`src/hw/rtl/matrix4_vector_transform_macros.svh`:
```
// Assertion macros for the 4x4 matrix-vector transform.
// Expects signals named clock and reset in the module that uses them.
`ifndef MATRIX4_VECTOR_TRANSFORM_MACROS_SVH
`define MATRIX4_VECTOR_TRANSFORM_MACROS_SVH

// same-cycle implication, disabled during reset
`define M4VT_ASSERT_IMPL(label, ante, cons) \
   label: assert property (@(posedge clock) disable iff (reset) (ante) |-> (cons)) \
      else $error("m4vt assertion failed");

// next-cycle implication, disabled during reset
`define M4VT_ASSERT_NEXT(label, ante, cons) \
   label: assert property (@(posedge clock) disable iff (reset) (ante) |=> (cons)) \
      else $error("m4vt assertion failed");

`endif

```
`src/hw/rtl/m4vt_pkg.sv`:
```
// Shared types and constants for the 4x4 matrix-vector transform.
// No dependencies; used by the lane, merge and top-level files.
package m4vt_pkg;

   localparam int NUM_LANES = 4;
   localparam int NUM_COLS  = 4;
   localparam int NUM_PAIRS = 8;
   localparam int ELEM_W    = 32;
   localparam int PAIR_W    = 64;
   localparam int PROD_W    = 64;
   localparam int SUM_W     = 66;
   localparam int FRAC_W    = 16;
   localparam int INDEX_W   = 3;

   localparam logic [PAIR_W-1:0] PAIR_RESET [NUM_PAIRS] = '{
      64'h0000_0000_0001_0000,
      64'h0000_0000_0000_0000,
      64'h0001_0000_0000_0000,
      64'h0000_0000_0000_0000,
      64'h0000_0000_0000_0000,
      64'h0000_0000_0001_0000,
      64'h0000_0000_0000_0000,
      64'h0001_0000_0000_0000
   };

   typedef logic signed [ELEM_W-1:0] m4vt_elem_type;
   typedef logic [NUM_COLS-1:0][ELEM_W-1:0] m4vt_vec_type;
   typedef logic [NUM_LANES-1:0][SUM_W-1:0] m4vt_sum_vec_type;

   typedef struct packed {
      logic signed [ELEM_W-1:0] vec_x;
      logic signed [ELEM_W-1:0] vec_y;
      logic signed [ELEM_W-1:0] vec_z;
      logic signed [ELEM_W-1:0] vec_w;
      logic                     is_flat;
   } m4vt_req_type;

   typedef struct packed {
      logic signed [ELEM_W-1:0] out_x;
      logic signed [ELEM_W-1:0] out_y;
      logic signed [ELEM_W-1:0] out_z;
      logic signed [ELEM_W-1:0] out_w;
      logic                     rejected;
   } m4vt_rsp_type;

   typedef struct packed {
      logic valid;
      logic flat;
   } m4vt_ctl_type;

endpackage

```
`src/hw/rtl/m4vt_merge.sv`:
```
// Merge stage: shift and saturate each lane sum, apply reject, register the beat.
// Depends on m4vt_pkg.
module m4vt_merge (
   input  logic                      clock,
   input  logic                      reset,
   input  m4vt_pkg::m4vt_ctl_type     ctl_i,
   input  m4vt_pkg::m4vt_sum_vec_type sum_i,
   output logic                      rsp_valid_o,
   output m4vt_pkg::m4vt_rsp_type     rsp_data_o
);

   localparam int SHIFT_W = m4vt_pkg::SUM_W - m4vt_pkg::FRAC_W;
   localparam int TOP_W   = SHIFT_W - m4vt_pkg::ELEM_W + 1;

   logic [m4vt_pkg::ELEM_W-1:0] elem_sat [m4vt_pkg::NUM_LANES];
   logic                        rsp_valid_ff;
   m4vt_pkg::m4vt_rsp_type       rsp_data_in;
   m4vt_pkg::m4vt_rsp_type       rsp_data_ff;

   always_comb begin
      for (int l = 0; l < m4vt_pkg::NUM_LANES; l++) begin
         logic [SHIFT_W-1:0] shifted;
         logic [TOP_W-1:0]   top;
         shifted = sum_i[l][m4vt_pkg::SUM_W-1:m4vt_pkg::FRAC_W];
         top     = shifted[SHIFT_W-1:m4vt_pkg::ELEM_W-1];
         if ((&top) || !(|top)) begin
            elem_sat[l] = shifted[m4vt_pkg::ELEM_W-1:0];
         end else if (top[TOP_W-1]) begin
            elem_sat[l] = {1'b1, {(m4vt_pkg::ELEM_W-1){1'b0}}};
         end else begin
            elem_sat[l] = {1'b0, {(m4vt_pkg::ELEM_W-1){1'b1}}};
         end
         if (ctl_i.flat) begin
            elem_sat[l] = '0;
         end
      end
   end

   always_comb begin
      rsp_data_in.out_x    = elem_sat[0];
      rsp_data_in.out_y    = elem_sat[1];
      rsp_data_in.out_z    = elem_sat[2];
      rsp_data_in.out_w    = elem_sat[3];
      rsp_data_in.rejected = ctl_i.flat;
   end

   always_ff @(posedge clock) begin
      if (reset) begin
         rsp_valid_ff <= 1'b0;
      end else begin
         rsp_valid_ff <= ctl_i.valid;
      end
      rsp_data_ff <= rsp_data_in;
   end

   assign rsp_valid_o = rsp_valid_ff;
   assign rsp_data_o  = rsp_data_ff;

endmodule

```
`config.mk`:
```
export PLATFORM = sky130hd
export DESIGN_NAME = m4vt_merge
export DESIGN_NICKNAME = d
export VERILOG_FILES = /design/src/hw/rtl/matrix4_vector_transform_macros.svh /design/src/hw/rtl/m4vt_pkg.sv /design/src/hw/rtl/m4vt_merge.sv
export SDC_FILE = /design/constraint.sdc
export NUM_CORES = 1
export LEC_CHECK = 0
export BUFFER_PORTS_ARGS = -buffer_cell sky130_fd_sc_hd__buf_2
export CAP_MARGIN = 20
export CORE_AREA = 4 4 153 155
export CTS_CLUSTER_DIAMETER = 60
export DETAILED_ROUTE_END_ITERATION = 10
export DIE_AREA = 0 0 157 159
export HOLD_SLACK_MARGIN = 0.05
export SLEW_MARGIN = 25
export SYNTH_ARGS = -nofsm -noshare
export SYNTH_HDL_FRONTEND = slang
export SYNTH_SLANG_ARGS = --single-unit
```
`constraint.sdc`:
```
create_clock -name clock -period 1.2 [get_ports clock]
set_input_delay 0.06 -clock clock [delete_from_list [all_inputs] [get_ports clock]]
set_output_delay 0.06 -clock clock [all_outputs]
set_load 0.05 [all_outputs]
```
# --- Word level (Yosys, flattened, before mapping) ---
# Cells that the tools add are included.
word_totals:
  regBits: 130
  input_bits: 268
  output_inout_bits: 130
  elab_cells: 30
classes:
  n_mux: 8
  reduce_logical: 16
op_table:
  columns: ["cell", "n"]
  rows:
  - ["32-bit 2-to-1 mux", 8]
  - ["19-bit AND reduction", 4]
  - ["19-bit OR reduction", 4]
  - ["1-bit zero test", 4]
  - ["1-bit logical OR", 4]

# --- Logic depth before layout (Yosys ltp) ---
# Gate-level depths: netlist of run 1.
depth:
  depth_word: 4
  ltp_mapped: 7

# --- Least setup slack after synthesis of run 1 ---
# OpenSTA, ideal clock, no wires.
synth_timing:
  path_kind: "input-to-reg"
  startpoint: "in sum_i[60] (netlist bit)"
  endpoint: "reg rsp_data_ff, in the netlist rsp_data_o[125]"
  arrival_time_ps: 1069
  path_slack_ps: 14
  stages: 6
  n_path_buf: 1
  cell_sequence: "nor4_1 -> nand4_1 -> nor4_2 -> nor4_1 -> buf_2 -> a31o_2"
synth_via:
  elab_chain_cells: 4
  elab_cells_between_ends: 5
  classes_between: "1 x mux; 4 x reduce/logical"
synth_lines:
  columns: ["element", "line_no", "text"]
  rows:
  - ["from (decl)", "m4vt_merge.sv:7", "input m4vt_pkg::m4vt_sum_vec_type sum_i,"]
  - ["19-bit OR reduction", "m4vt_merge.sv:26", "if ((&top) || !(|top)) begin"]
  - ["1-bit zero test", "m4vt_merge.sv:26", null]
  - ["1-bit logical OR *", "m4vt_merge.sv:26", null]
  - ["32-bit 2-to-1 mux *", "m4vt_merge.sv:26", null]
  - ["to (signal assigned)", "m4vt_merge.sv:53", "rsp_data_ff <= rsp_data_in;"]
  - ["to (decl)", "m4vt_merge.sv:18", "m4vt_pkg::m4vt_rsp_type rsp_data_ff;"]
# Every way passes the cells marked *; elsewhere a longest branch is shown, timed or not.
# A chain may end at the register's enable or synchronous reset.

# --- Worst setup path after layout of run 1 ---
layout_timing:
  startpoint: "in sum_i[256] (netlist bit)"
  endpoint: "reg rsp_data_ff, in the netlist rsp_data_o[19]"
# The elaborated chain is that of the path after synthesis.

==> results of run 1 <==
-- Yosys cell counts --
cell                       instances  area share (%)
sky130_fd_sc_hd__dfxtp_1         130              60
sky130_fd_sc_hd__a31o_1           63              13
sky130_fd_sc_hd__a31o_2           61              12
sky130_fd_sc_hd__nor4_1           24             3.5
sky130_fd_sc_hd__nand4_1          20             2.9
sky130_fd_sc_hd__buf_2            17             2.0
sky130_fd_sc_hd__clkbuf_1         13             1.1
sky130_fd_sc_hd__buf_4             9             1.6
sky130_fd_sc_hd__nor2b_1           5            0.72
sky130_fd_sc_hd__and4_1            4            0.81
sky130_fd_sc_hd__nor4_2            4             1.2
sky130_fd_sc_hd__or2_1             4            0.58
sky130_fd_sc_hd__buf_6             3            0.78
sky130_fd_sc_hd__inv_2             1           0.086
-- final cells by class --
type	instances	share of cell area, %
flip-flops and latches	130	30.8
clock inverters	14	2.07
well taps	280	4.15
inverters	1	0.0592
multi-input cells	185	18.8
repair buffers	487	38.9
clock buffers	18	5.20
-- cell families (layout without fill, tap and decap cells) --
group                  after synthesis  in the layout  share of synthesized area, %
DFF                                130            130                          59.9
AOI/OAI and AO/OA                  124            124                          25.0
and+or+nand+nor                     61             61                          9.59
buffers and inverters               43            520                          5.50
-- registers in the layout, summed over array words and instances, names as in the netlist --
register,count
rsp_valid_o,1
rsp_data_o,129
-- per-stage QoR --
step           hold WS [ns]  cell area [um^2]  TNS, ns  instances  util [%]
2_1_floorplan        0.0877              4340        0        358         -
3_3_place_gp          0.218              6470   -36.70        953      29.6
3_5_place_dp          0.220              6470   -41.41        953      29.6
4_1_cts              0.0724              8390        0       1115      38.4
5_1_grt              0.0980              8450        0       1115      38.7
6_report              0.105              8450        0       1115      38.7
-- repair_timing --
item / CTS / global route
resized for setup: 0 / 10
setup endpoints to repair: 0 / 83
endpoints found under the hold margin: 129 / 0
hold buffers: 130 / 0
-- worst max-delay path: cells and delay by family --
family | cells | cell delay, ns
AOI/OAI and AO/OA | 1 | 0.18
buffers and inverters | 2 | 0.30
and+or+nand+nor | 4 | 0.89
-- cell usage in the layout (no fill, tap or decap) --
master,n
sky130_fd_sc_hd__a31o_1,63
sky130_fd_sc_hd__a31o_2,61
sky130_fd_sc_hd__and4_1,4
sky130_fd_sc_hd__buf_12,11
sky130_fd_sc_hd__buf_2,333
sky130_fd_sc_hd__buf_4,13
sky130_fd_sc_hd__bufinv_16,3
sky130_fd_sc_hd__clkbuf_16,17
sky130_fd_sc_hd__clkbuf_8,1
sky130_fd_sc_hd__clkinv_2,3
sky130_fd_sc_hd__clkinv_4,1
sky130_fd_sc_hd__clkinvlp_4,3
sky130_fd_sc_hd__dfxtp_1,130
sky130_fd_sc_hd__dlygate4sd3_1,130
sky130_fd_sc_hd__inv_6,5
sky130_fd_sc_hd__nand4_1,20
sky130_fd_sc_hd__nor2b_1,5
sky130_fd_sc_hd__nor4_1,16
sky130_fd_sc_hd__nor4_2,8
sky130_fd_sc_hd__nor4_4,4
sky130_fd_sc_hd__or2_1,2
sky130_fd_sc_hd__or2_4,2
-- layer usage --
layer | GRT usage, % | up-vias | routed length, um
met5 | 0 | - | 0
met4 | 5.44 | 0 | 427
met3 | 3.78 | 27 | 1290
met2 | 23.3 | 223 | 8800
met1 | 14.3 | 2349 | 6840
li1 | - | 2331 | -
-- worst max path at each step --
stage                           end  slack [ns]  startpoint  cells past startpoint
floorplan           rsp_data_o[125]        0.01   sum_i[60]                      6
detailed placement  rsp_data_o[125]       -0.43   sum_i[65]                      7
finish               rsp_data_o[19]        0.10  sum_i[256]                      7
global placement     rsp_data_o[98]       -0.38   sum_i[65]                      7
CTS                 rsp_data_o[125]       0.005   sum_i[65]                      7
global route         rsp_data_o[68]      0.0005  sum_i[124]                      7
-- power groups by stage --
stage                     registers, uW  logic, uW  clock network, uW
after floorplan                    5530        325                  0
after global placement             4690       1900                  0
after detailed placement           4690       1910                  0
after CTS                          4600       2250               5600
after global routing               4620       2390               5770
final                              4600       2270               5400
==> run_summary.xml, run 1 <==
<?xml version="1.0" encoding="UTF-8"?>
<metrics>
  <group name="status">
    <metric name="outcome" unit="">completed</metric>
  </group>
  <group name="power">
    <metric name="cell_internal_pwr" unit="uW">8810</metric>
    <metric name="power_per_cell_area" unit="nW/um^2">1450</metric>
    <metric name="leakage" unit="uW">0.00395</metric>
    <metric name="power_switching_share" unit="%">28.2</metric>
    <metric name="design_power_total" unit="uW">12300</metric>
    <metric name="worst_ir_drop_vdd" unit="mV">0.744</metric>
    <metric name="seq_power_share" unit="%">37.5</metric>
    <metric name="pwr-share-clk" unit="%">44.0</metric>
    <metric name="pwr-share-comb" unit="%">18.5</metric>
    <metric name="p_switching" unit="uW">3460</metric>
  </group>
  <group name="routing">
    <metric name="detail_route.drc_violations" unit="">0</metric>
    <metric name="drt_first_pass_iters" unit="">4</metric>
    <metric name="viasPerCell" unit="">4.42</metric>
    <metric name="drt_iter0_markers" unit="">256</metric>
    <metric name="via_count" unit="">4930</metric>
    <metric name="detail_route.wirelength" unit="um">17400</metric>
    <metric name="wire_per_inst" unit="um">15.6</metric>
    <metric name="remaining_antenna_violation_count_after_routing" unit="">0</metric>
  </group>
  <group name="worst_setup_path">
    <metric name="worst-path-max-fanout" unit="">31</metric>
    <metric name="cp.required" unit="ns">1.55</metric>
    <metric name="end_kind" unit="">register</metric>
    <metric name="critPathLaunchType" unit="">input pin</metric>
    <metric name="timing.critical_path.slowest_stage_cell" unit="">sky130_fd_sc_hd__nor4_1</metric>
    <metric name="slowest_delay" unit="ns">0.30</metric>
    <metric name="crit_type" unit="">in -&gt; reg</metric>
    <metric name="crit_arrival" unit="ns">1.44</metric>
    <metric name="cp_cell_sequence" unit="">buf_2 -&gt; nor4_1 -&gt; nand4_1 -&gt; nor4_2 -&gt; or2_1 -&gt; buf_12 -&gt; a31o_1</metric>
  </group>
  <group name="sta">
    <metric name="tightestPinTransition" unit="ns">0.540</metric>
    <metric name="final_period_minus_worst_setup_slack" unit="ns">1.10</metric>
    <metric name="setup_slack" unit="ns">0.105</metric>
    <metric name="slew-limit-headroom" unit="%">63.7</metric>
    <metric name="maxClockFrequency" unit="GHz">0.913</metric>
    <metric name="timing.final.setup_violations" unit="">0</metric>
    <metric name="finalHoldViolCount" unit="">0</metric>
    <metric name="part_of_the_cycle_the_worst_path_needs" unit="%">91.3</metric>
    <metric name="unrepaired_setup_endpoints_after_global_routing" unit="">no</metric>
    <metric name="timing.final.max_slew_violations" unit="">0</metric>
  </group>
  <group name="logic_synthesis">
    <metric name="syn_area_per_cell" unit="um^2">12.1</metric>
    <metric name="synth.distinct_cells" unit="">14</metric>
    <metric name="synthesis.nets" unit="">626</metric>
    <metric name="yosys_warnings" unit="">0</metric>
    <metric name="mappedNetlistArea" unit="um^2">4340</metric>
    <metric name="synthesis.instances" unit="">358</metric>
    <metric name="yosysSeqAreaShare" unit="%">59.9</metric>
    <metric name="postSynthRegisterBits" unit="">130</metric>
  </group>
  <group name="placement">
    <metric name="dpl_worst_slack" unit="ns">-0.425</metric>
    <metric name="dp.final_hpwl" unit="um">11900</metric>
    <metric name="portBuffers" unit="">333</metric>
    <metric name="place.gp.congestion" unit="">0.854</metric>
  </group>
  <group name="floorplan">
    <metric name="floorplan.die.width" unit="um">157</metric>
    <metric name="design.portCount" unit="">398</metric>
    <metric name="floorplan.die_area" unit="um^2">25000</metric>
    <metric name="starting_density_of_the_core" unit="%">19.9</metric>
    <metric name="die-height" unit="um">159</metric>
    <metric name="core" unit="um^2">21800</metric>
    <metric name="rows" unit="">54</metric>
  </group>
  <group name="cells_and_area">
    <metric name="post_route_cells_drive_above_1_share" unit="%">55.7</metric>
    <metric name="nNetsFinal" unit="">1090</metric>
    <metric name="sequential_cell_area" unit="um^2">2600</metric>
    <metric name="areaGrowthSynthToFinish" unit="%">94.5</metric>
    <metric name="multi_input_comb_area" unit="um^2">1590</metric>
    <metric name="diodes" unit="">0</metric>
    <metric name="n_fill_cell" unit="">2084</metric>
  </group>
  <group name="min_path">
    <metric name="timing.hold.worst_path_depth" unit="">3</metric>
    <metric name="worst_hold_path_type" unit="">in -&gt; reg</metric>
    <metric name="hold_path_origin" unit="">sum_i[65]</metric>
    <metric name="holdPathEnd" unit="">rsp_data_o[128]</metric>
  </group>
  <group name="clock_tree">
    <metric name="cts-htree-levels" unit="">4</metric>
    <metric name="clock-root-buffer" unit="">sky130_fd_sc_hd__clkbuf_16</metric>
    <metric name="cts_inserted_buffers" unit="">17</metric>
    <metric name="clock_sinks" unit="">130</metric>
    <metric name="tritoncts" unit="">done</metric>
    <metric name="clk_transition_reported_paths" unit="ns">0.06</metric>
    <metric name="cts-root-to-sink-buffers" unit="">2</metric>
    <metric name="cts_setup_buffers" unit="">0</metric>
  </group>
  <group name="grt">
    <metric name="largest_net_degree_at_the_start_of_global_routing" unit="">66</metric>
    <metric name="global_route.usage.total" unit="%">13.1</metric>
    <metric name="gr-total-overflow" unit="">0</metric>
    <metric name="number_of_antenna_violations_at_the_first_check_in_global_routing" unit="">0</metric>
    <metric name="number_of_global_route_vias_before_repair" unit="">5103</metric>
    <metric name="first_pass_grt_wire_length" unit="um">26300</metric>
  </group>
  <group name="flow_run">
    <metric name="maxCapViolCount" unit="">0</metric>
  </group>
</metrics>
(Power assumes the default switching activity.)
==> run 2, diff against run 1 <==
--- a/config.mk
+++ b/config.mk
@@ -7,7 +7,7 @@
 export LEC_CHECK = 0
 export BUFFER_PORTS_ARGS = -buffer_cell sky130_fd_sc_hd__buf_2
 export CAP_MARGIN = 20
-export CORE_AREA = 4 4 153 155
+export CORE_AREA = 2 2 155 157
 export CTS_CLUSTER_DIAMETER = 60
 export DETAILED_ROUTE_END_ITERATION = 10
 export DIE_AREA = 0 0 157 159
==> run 2 against run 1 <==
Against the previous run: the flow now finishes with violations (negative setup slack); sequential cell count stayed put; largest cell class unchanged; critical path depth is 1 higher; worst hold slack worse by 0.048 ns; non-clock buffer count is 27 higher; die area stayed put.
==> run_summary.xml, run 2 (synthesized netlist as in run 1, its figures left out) <==
<?xml version="1.0" encoding="UTF-8"?>
<metrics>
  <group name="cells_and_area">
    <metric name="n_fill_cell" unit="">2191</metric>
    <metric name="post_route_cells_drive_above_1_share" unit="%">57.6</metric>
    <metric name="largest_reg_flops" unit="">129</metric>
    <metric name="finish.utilization" unit="%">40.7</metric>
    <metric name="diodes" unit="">0</metric>
    <metric name="final_cell_mix" unit="">324 x sky130_fd_sc_hd__buf_2, 130 x sky130_fd_sc_hd__dlygate4sd3_1, 130 x sky130_fd_sc_hd__dfxtp_1</metric>
    <metric name="areaGrowthSynthToFinish" unit="%">118</metric>
    <metric name="layout_commonest_cell" unit="">sky130_fd_sc_hd__buf_2</metric>
    <metric name="nNetsFinal" unit="">1117</metric>
  </group>
  <group name="clock_tree">
    <metric name="clk_transition_reported_paths" unit="ns">0.06</metric>
    <metric name="cts-htree-levels" unit="">4</metric>
    <metric name="tritoncts" unit="">done</metric>
    <metric name="clock_sinks" unit="">130</metric>
    <metric name="cts_inserted_buffers" unit="">17</metric>
    <metric name="cts-root-to-sink-buffers" unit="">2</metric>
    <metric name="clock-root-buffer" unit="">sky130_fd_sc_hd__clkbuf_16</metric>
  </group>
  <group name="worst_setup_path">
    <metric name="worst-path-max-fanout" unit="">19</metric>
    <metric name="path_buf_inv" unit="">3</metric>
    <metric name="critPathLaunchType" unit="">input pin</metric>
    <metric name="slowest_delay" unit="ns">0.34</metric>
    <metric name="end_kind" unit="">register</metric>
    <metric name="crit_arrival" unit="ns">1.60</metric>
    <metric name="cp.required" unit="ns">1.50</metric>
    <metric name="startpoint" unit="">sum_i[182]</metric>
    <metric name="critPathTopFamily" unit="">simple AND/OR/NAND/NOR gates</metric>
    <metric name="timing.critical_path.slowest_stage_cell" unit="">sky130_fd_sc_hd__nor4_1</metric>
    <metric name="crit_type" unit="">in -&gt; reg</metric>
    <metric name="critPathMostFrequentCell" unit="">sky130_fd_sc_hd__nor4_4</metric>
    <metric name="cp_cell_sequence" unit="">buf_2 -&gt; nor4_1 -&gt; buf_4 -&gt; nand4_1 -&gt; nor4_4 -&gt; nor4_4 -&gt; buf_12 -&gt; a31o_2</metric>
  </group>
  <group name="routing">
    <metric name="drt_iter0_markers" unit="">190</metric>
    <metric name="via_count" unit="">5214</metric>
    <metric name="detail_route.drc_violations" unit="">0</metric>
    <metric name="viasPerCell" unit="">4.42</metric>
    <metric name="wire_per_inst" unit="um">17.5</metric>
    <metric name="remaining_antenna_violation_count_after_routing" unit="">0</metric>
    <metric name="drt_first_pass_iters" unit="">4</metric>
    <metric name="detail_route.wirelength" unit="um">20700</metric>
  </group>
  <group name="power">
    <metric name="cell_internal_pwr" unit="uW">8900</metric>
    <metric name="seq_power_share" unit="%">37.1</metric>
    <metric name="p_switching" unit="uW">3530</metric>
    <metric name="worst_ir_drop_vdd" unit="mV">0.781</metric>
    <metric name="power_switching_share" unit="%">28.4</metric>
    <metric name="pwr-share-comb" unit="%">20.6</metric>
    <metric name="design_power_total" unit="uW">12400</metric>
    <metric name="power_per_cell_area" unit="nW/um^2">1320</metric>
    <metric name="pwr-share-clk" unit="%">42.3</metric>
    <metric name="leakage" unit="uW">0.00432</metric>
  </group>
  <group name="sta">
    <metric name="timing.final.max_slew_violations" unit="">0</metric>
    <metric name="unrepaired_setup_endpoints_after_global_routing" unit="">yes</metric>
    <metric name="finalHoldViolCount" unit="">0</metric>
    <metric name="setup_slack" unit="ns">-0.103</metric>
    <metric name="tightestPinTransition" unit="ns">0.595</metric>
    <metric name="timing.final.setup_violations" unit="">75</metric>
    <metric name="final_period_minus_worst_setup_slack" unit="ns">1.30</metric>
    <metric name="part_of_the_cycle_the_worst_path_needs" unit="%">109</metric>
    <metric name="maxClockFrequency" unit="GHz">0.768</metric>
    <metric name="slew-limit-headroom" unit="%">60.1</metric>
  </group>
  <group name="status">
    <metric name="violations" unit="">negative setup slack</metric>
    <metric name="outcome" unit="">complete, but fails checks</metric>
  </group>
  <group name="min_path">
    <metric name="worst_hold_path_type" unit="">in -&gt; reg</metric>
    <metric name="holdPathEnd" unit="">rsp_data_o[32]</metric>
    <metric name="hold_path_origin" unit="">ctl_i[0]</metric>
    <metric name="timing.hold.worst_path_depth" unit="">2</metric>
  </group>
  <group name="floorplan">
    <metric name="floorplan.die.width" unit="um">157</metric>
    <metric name="die-height" unit="um">159</metric>
    <metric name="floorplan.die_area" unit="um^2">25000</metric>
    <metric name="design.portCount" unit="">398</metric>
    <metric name="starting_density_of_the_core" unit="%">18.7</metric>
    <metric name="rows" unit="">56</metric>
    <metric name="core" unit="um^2">23200</metric>
  </group>
  <group name="placement">
    <metric name="place.gp.congestion" unit="">0.802</metric>
    <metric name="dpl_worst_slack" unit="ns">-0.683</metric>
    <metric name="dp.final_hpwl" unit="um">12400</metric>
    <metric name="portBuffers" unit="">333</metric>
  </group>
  <group name="grt">
    <metric name="first_pass_grt_wire_length" unit="um">27000</metric>
    <metric name="number_of_antenna_violations_at_the_first_check_in_global_routing" unit="">0</metric>
    <metric name="number_of_global_route_vias_before_repair" unit="">5229</metric>
    <metric name="global_route.usage.total" unit="%">14.1</metric>
    <metric name="largest_net_degree_at_the_start_of_global_routing" unit="">44</metric>
    <metric name="gr-total-overflow" unit="">0</metric>
  </group>
  <group name="flow_run">
    <metric name="maxCapViolCount" unit="">0</metric>
  </group>
</metrics>
==> run 2: cell types whose count changed in the layout (fill, tap and decap cells not counted), moves of 4 or more <==
cell and change:
sky130_fd_sc_hd__inv_6 -5, sky130_fd_sc_hd__buf_2 -9, sky130_fd_sc_hd__clkbuf_16 +12, sky130_fd_sc_hd__nor4_1 -6, sky130_fd_sc_hd__buf_6 +11, sky130_fd_sc_hd__nor4_4 +10, sky130_fd_sc_hd__a31o_4 +34, sky130_fd_sc_hd__buf_8 +4
sky130_fd_sc_hd__a31o_2 -34, sky130_fd_sc_hd__nor4_2 -4, sky130_fd_sc_hd__buf_4 +7
==> run 2: per-stage QoR <==
stage               hold WS (ns)  area [um^2]  instances  TNS [ns]
floorplan                 0.0877         4340        358         0
global placement           0.217         6580        998    -66.15
detailed placement         0.222         6580        998    -65.58
CTS                       0.0614         8530       1159    -0.317
global route              0.0915         9450       1180     -8.65
finish                    0.0572         9450       1180     -4.01
==> run 2: layout make-up <==
| cell class | count | area [um^2] | area share (%) |
|---|---|---|---|
| Clock inverter | 7 | 100 | 1.06 |
| Tap cell | 319 | 399 | 4.22 |
| Inverter | 1 | 6.26 | 0.0662 |
| Multi-Input combinational cell | 185 | 2020 | 21.4 |
| Timing Repair Buffer | 514 | 3830 | 40.5 |
| Clock buffer | 24 | 492 | 5.20 |
| Sequential cell | 130 | 2600 | 27.5 |
==> run 2: worst max-delay path by stage <==
stage                                  to  cells after the start
after floorplan           rsp_data_o[125]                      6
after global placement     rsp_data_o[42]                      8
after detailed placement   rsp_data_o[46]                      8
after CTS                  rsp_data_o[54]                      8
after global routing       rsp_data_o[53]                      8
final                      rsp_data_o[54]                      8
==> run 2: repair_timing <==
| item | in CTS | in global routing |
|---|---|---|
| resized for setup | 8 | 77 |
| endpoints found under the hold margin | 129 | 0 |
| hold buffers | 130 | 0 |
| pin swaps | 1 | 47 |
| setup endpoints to repair | 93 | 124 |
| cloned | 0 | 19 |
| buffers inserted | 0 | 3 |
==> run 2: layer usage <==
metal | GRT usage, % | vias to the layer above | routed length [um]
li1 | - | 2405 | -
met1 | 14.1 | 2478 | 7810
met2 | 26.3 | 288 | 10800
met3 | 4.55 | 43 | 1470
met4 | 6.42 | 0 | 631
met5 | 0 | - | 0
==> run 2: power by group through the flow <==
stage          logic [uW]  clock network (uW)  registers [uW]
2_1_floorplan         325                   0            5530
3_3_place_gp         1940                   0            4700
3_5_place_dp         1950                   0            4700
4_1_cts              2300                5410            4610
5_1_grt              2680                5580            4620
6_report             2560                5260            4610
==> run 3, diff against run 2 <==
--- a/config.mk
+++ b/config.mk
@@ -5,12 +5,12 @@
 export SDC_FILE = /design/constraint.sdc
 export NUM_CORES = 1
 export LEC_CHECK = 0
-export BUFFER_PORTS_ARGS = -buffer_cell sky130_fd_sc_hd__buf_2
 export CAP_MARGIN = 20
-export CORE_AREA = 2 2 155 157
+export CORE_AREA = 5 5 154 156
 export CTS_CLUSTER_DIAMETER = 60
 export DETAILED_ROUTE_END_ITERATION = 10
-export DIE_AREA = 0 0 157 159
+export DIE_AREA = 0 0 159 161
+export DONT_BUFFER_PORTS = 1
 export HOLD_SLACK_MARGIN = 0.05
 export SLEW_MARGIN = 25
 export SYNTH_ARGS = -nofsm -noshare
==> run 3 against run 2 <==
Against the previous run: the run now fails in clock tree synthesis (4_1_cts); synthesized area stayed put; synthesized cell count unchanged.
==> run_summary.xml, run 3 <==
<?xml version="1.0" encoding="UTF-8"?>
<metrics>
  <group name="status">
    <metric name="outcome" unit="">aborted with a tool error</metric>
    <metric name="haltStage" unit="">clock tree synthesis (4_1_cts)</metric>
    <metric name="toolErrorMsg" unit="">[ERROR RSZ-0060] Max buffer count reached.</metric>
  </group>
  <group name="logic_synthesis">
    <metric name="post-synth-top-area-cell" unit="">sky130_fd_sc_hd__dfxtp_1</metric>
    <metric name="yosys.area.top_type_share" unit="%">59.9</metric>
    <metric name="ys_async_sr_fraction" unit="%">0</metric>
    <metric name="synth_most_common_cell" unit="">sky130_fd_sc_hd__dfxtp_1</metric>
    <metric name="synthesis.instances" unit="">358</metric>
    <metric name="synthesis.nets" unit="">626</metric>
    <metric name="yosys_warnings" unit="">0</metric>
    <metric name="postSynthRegisterBits" unit="">130</metric>
    <metric name="mappedNetlistArea" unit="um^2">4340</metric>
    <metric name="netlist_top_cells_area" unit="">sky130_fd_sc_hd__dfxtp_1 60%, sky130_fd_sc_hd__a31o_1 13%, sky130_fd_sc_hd__a31o_2 12%, sky130_fd_sc_hd__nor4_1 3.5%, sky130_fd_sc_hd__nand4_1 2.9%</metric>
    <metric name="yosysSeqAreaShare" unit="%">59.9</metric>
    <metric name="postSynth.topFlopCell" unit="">sky130_fd_sc_hd__dfxtp_1</metric>
    <metric name="synth_enable_flop_cells" unit="">0</metric>
    <metric name="syn_area_per_cell" unit="um^2">12.1</metric>
    <metric name="synth.distinct_cells" unit="">14</metric>
    <metric name="netlist_top_cells_count" unit="">130 x sky130_fd_sc_hd__dfxtp_1, 63 x sky130_fd_sc_hd__a31o_1, 61 x sky130_fd_sc_hd__a31o_2</metric>
  </group>
  <group name="floorplan">
    <metric name="die-height" unit="um">161</metric>
    <metric name="design.portCount" unit="">398</metric>
    <metric name="starting_density_of_the_core" unit="%">19.5</metric>
    <metric name="floorplan.die.width" unit="um">159</metric>
    <metric name="rows" unit="">55</metric>
  </group>
  <group name="placement">
    <metric name="place.gp.congestion" unit="">0.760</metric>
    <metric name="dp.final_hpwl" unit="um">11000</metric>
    <metric name="placed_cells" unit="">620</metric>
    <metric name="dpl_worst_slack" unit="ns">-0.404</metric>
    <metric name="portBuffers" unit="">0</metric>
  </group>
  <group name="clock_tree">
    <metric name="cts_resized" unit="">0</metric>
    <metric name="cts-root-to-sink-buffers" unit="">2</metric>
    <metric name="hold_buffers" unit="">131</metric>
    <metric name="cts-htree-levels" unit="">4</metric>
    <metric name="cts_setup_buffers" unit="">0</metric>
    <metric name="clock-root-buffer" unit="">sky130_fd_sc_hd__clkbuf_16</metric>
    <metric name="clock_sinks" unit="">130</metric>
    <metric name="cts_inserted_buffers" unit="">17</metric>
  </group>
</metrics>
run 3: cell counts after synthesis:
No cell type changed its count.
run 3: per-stage QoR:
| stage | hold WS [ns] | cell area (um^2) | utilization, % |
|---|---|---|---|
| floorplan | 0.0877 | 4340 | - |
| global placement | 0.0900 | 4710 | 21.2 |
| detailed placement | 0.0899 | 4710 | 21.2 |
run 3: logic make-up after synthesis:
group	after synthesis	synth area share [%]
buf+inv	43	5.50
simple gates	61	9.59
compound gates	124	25.0
flops	130	59.9
==> run 4, diff against run 3 <==
--- a/config.mk
+++ b/config.mk
@@ -6,12 +6,11 @@
 export NUM_CORES = 1
 export LEC_CHECK = 0
 export CAP_MARGIN = 20
-export CORE_AREA = 5 5 154 156
-export CTS_CLUSTER_DIAMETER = 60
+export CORE_MARGIN = 5
+export CORE_UTILIZATION = 20
 export DETAILED_ROUTE_END_ITERATION = 10
-export DIE_AREA = 0 0 159 161
 export DONT_BUFFER_PORTS = 1
-export HOLD_SLACK_MARGIN = 0.05
+export PLACE_DENSITY_LB_ADDON = 0.15
 export SLEW_MARGIN = 25
 export SYNTH_ARGS = -nofsm -noshare
 export SYNTH_HDL_FRONTEND = slang
==> constraint.sdc (replaced) <==
create_clock -name clock -period 1.55 [get_ports clock]
set_input_delay 0.0775 -clock clock [delete_from_list [all_inputs] [get_ports clock]]
set_output_delay 0.0775 -clock clock [all_outputs]
set_load 0.05 [all_outputs]
==> run 4 against run 3 <==
Against the previous run: the run again fails in clock tree synthesis (4_1_cts); synthesized area did not move; synthesized cell count did not move.
==> run_summary.xml, run 4 <==
<?xml version="1.0" encoding="UTF-8"?>
<metrics>
  <group name="status">
    <metric name="outcome" unit="">aborted with a tool error</metric>
    <metric name="haltStage" unit="">clock tree synthesis (4_1_cts)</metric>
    <metric name="toolErrorMsg" unit="">[ERROR RSZ-0060] Max buffer count reached.</metric>
  </group>
  <group name="placement">
    <metric name="portBuffers" unit="">0</metric>
    <metric name="dpl_worst_slack" unit="ns">0.0563</metric>
    <metric name="dp.final_hpwl" unit="um">9930</metric>
    <metric name="place.gp.congestion" unit="">0.786</metric>
  </group>
  <group name="logic_synthesis">
    <metric name="synth_enable_flop_cells" unit="">0</metric>
    <metric name="ys_async_sr_fraction" unit="%">0</metric>
    <metric name="postSynth.topFlopCell" unit="">sky130_fd_sc_hd__dfxtp_1</metric>
    <metric name="synth.distinct_cells" unit="">14</metric>
    <metric name="synthesis.instances" unit="">358</metric>
    <metric name="synth_most_common_cell" unit="">sky130_fd_sc_hd__dfxtp_1</metric>
    <metric name="postSynthRegisterBits" unit="">130</metric>
    <metric name="yosys.area.top_type_share" unit="%">59.9</metric>
    <metric name="post-synth-top-area-cell" unit="">sky130_fd_sc_hd__dfxtp_1</metric>
    <metric name="syn_area_per_cell" unit="um^2">12.1</metric>
    <metric name="yosysSeqAreaShare" unit="%">59.9</metric>
    <metric name="mappedNetlistArea" unit="um^2">4340</metric>
    <metric name="synthesis.nets" unit="">626</metric>
    <metric name="netlist_top_cells_area" unit="">sky130_fd_sc_hd__dfxtp_1 60%, sky130_fd_sc_hd__a31o_1 13%, sky130_fd_sc_hd__a31o_2 12%, sky130_fd_sc_hd__nor4_1 3.5%, sky130_fd_sc_hd__nand4_1 2.9%</metric>
    <metric name="netlist_top_cells_count" unit="">130 x sky130_fd_sc_hd__dfxtp_1, 63 x sky130_fd_sc_hd__a31o_1, 61 x sky130_fd_sc_hd__a31o_2</metric>
    <metric name="yosys_warnings" unit="">0</metric>
  </group>
  <group name="floorplan">
    <metric name="floorplan.die.width" unit="um">157</metric>
    <metric name="die-height" unit="um">157</metric>
    <metric name="rows" unit="">54</metric>
    <metric name="design.portCount" unit="">398</metric>
    <metric name="starting_density_of_the_core" unit="%">20.1</metric>
  </group>
  <group name="clock_tree">
    <metric name="cts-root-to-sink-buffers" unit="">2</metric>
    <metric name="cts_setup_buffers" unit="">0</metric>
    <metric name="cts-htree-levels" unit="">4</metric>
    <metric name="cts_resized" unit="">0</metric>
    <metric name="clock_sinks" unit="">130</metric>
    <metric name="hold_buffers" unit="">129</metric>
    <metric name="clock-root-buffer" unit="">sky130_fd_sc_hd__clkbuf_16</metric>
    <metric name="cts_inserted_buffers" unit="">17</metric>
  </group>
</metrics>
## run 4: cell counts after synthesis
Identical to the previous run, type by type.
## run 4: kinds of logic after synthesis
logic type | Yosys count | synth area share, %
buf+inv | 43 | 5.50
simple gates | 61 | 9.59
compound gates | 124 | 25.0
flops | 130 | 59.9
## run 4: per-stage QoR
stage,util [%],area [um^2],hold WS [ns],instances
floorplan,-,4340,0.105,358
detailed placement,21.5,4650,0.108,610
global placement,21.5,4650,0.108,610
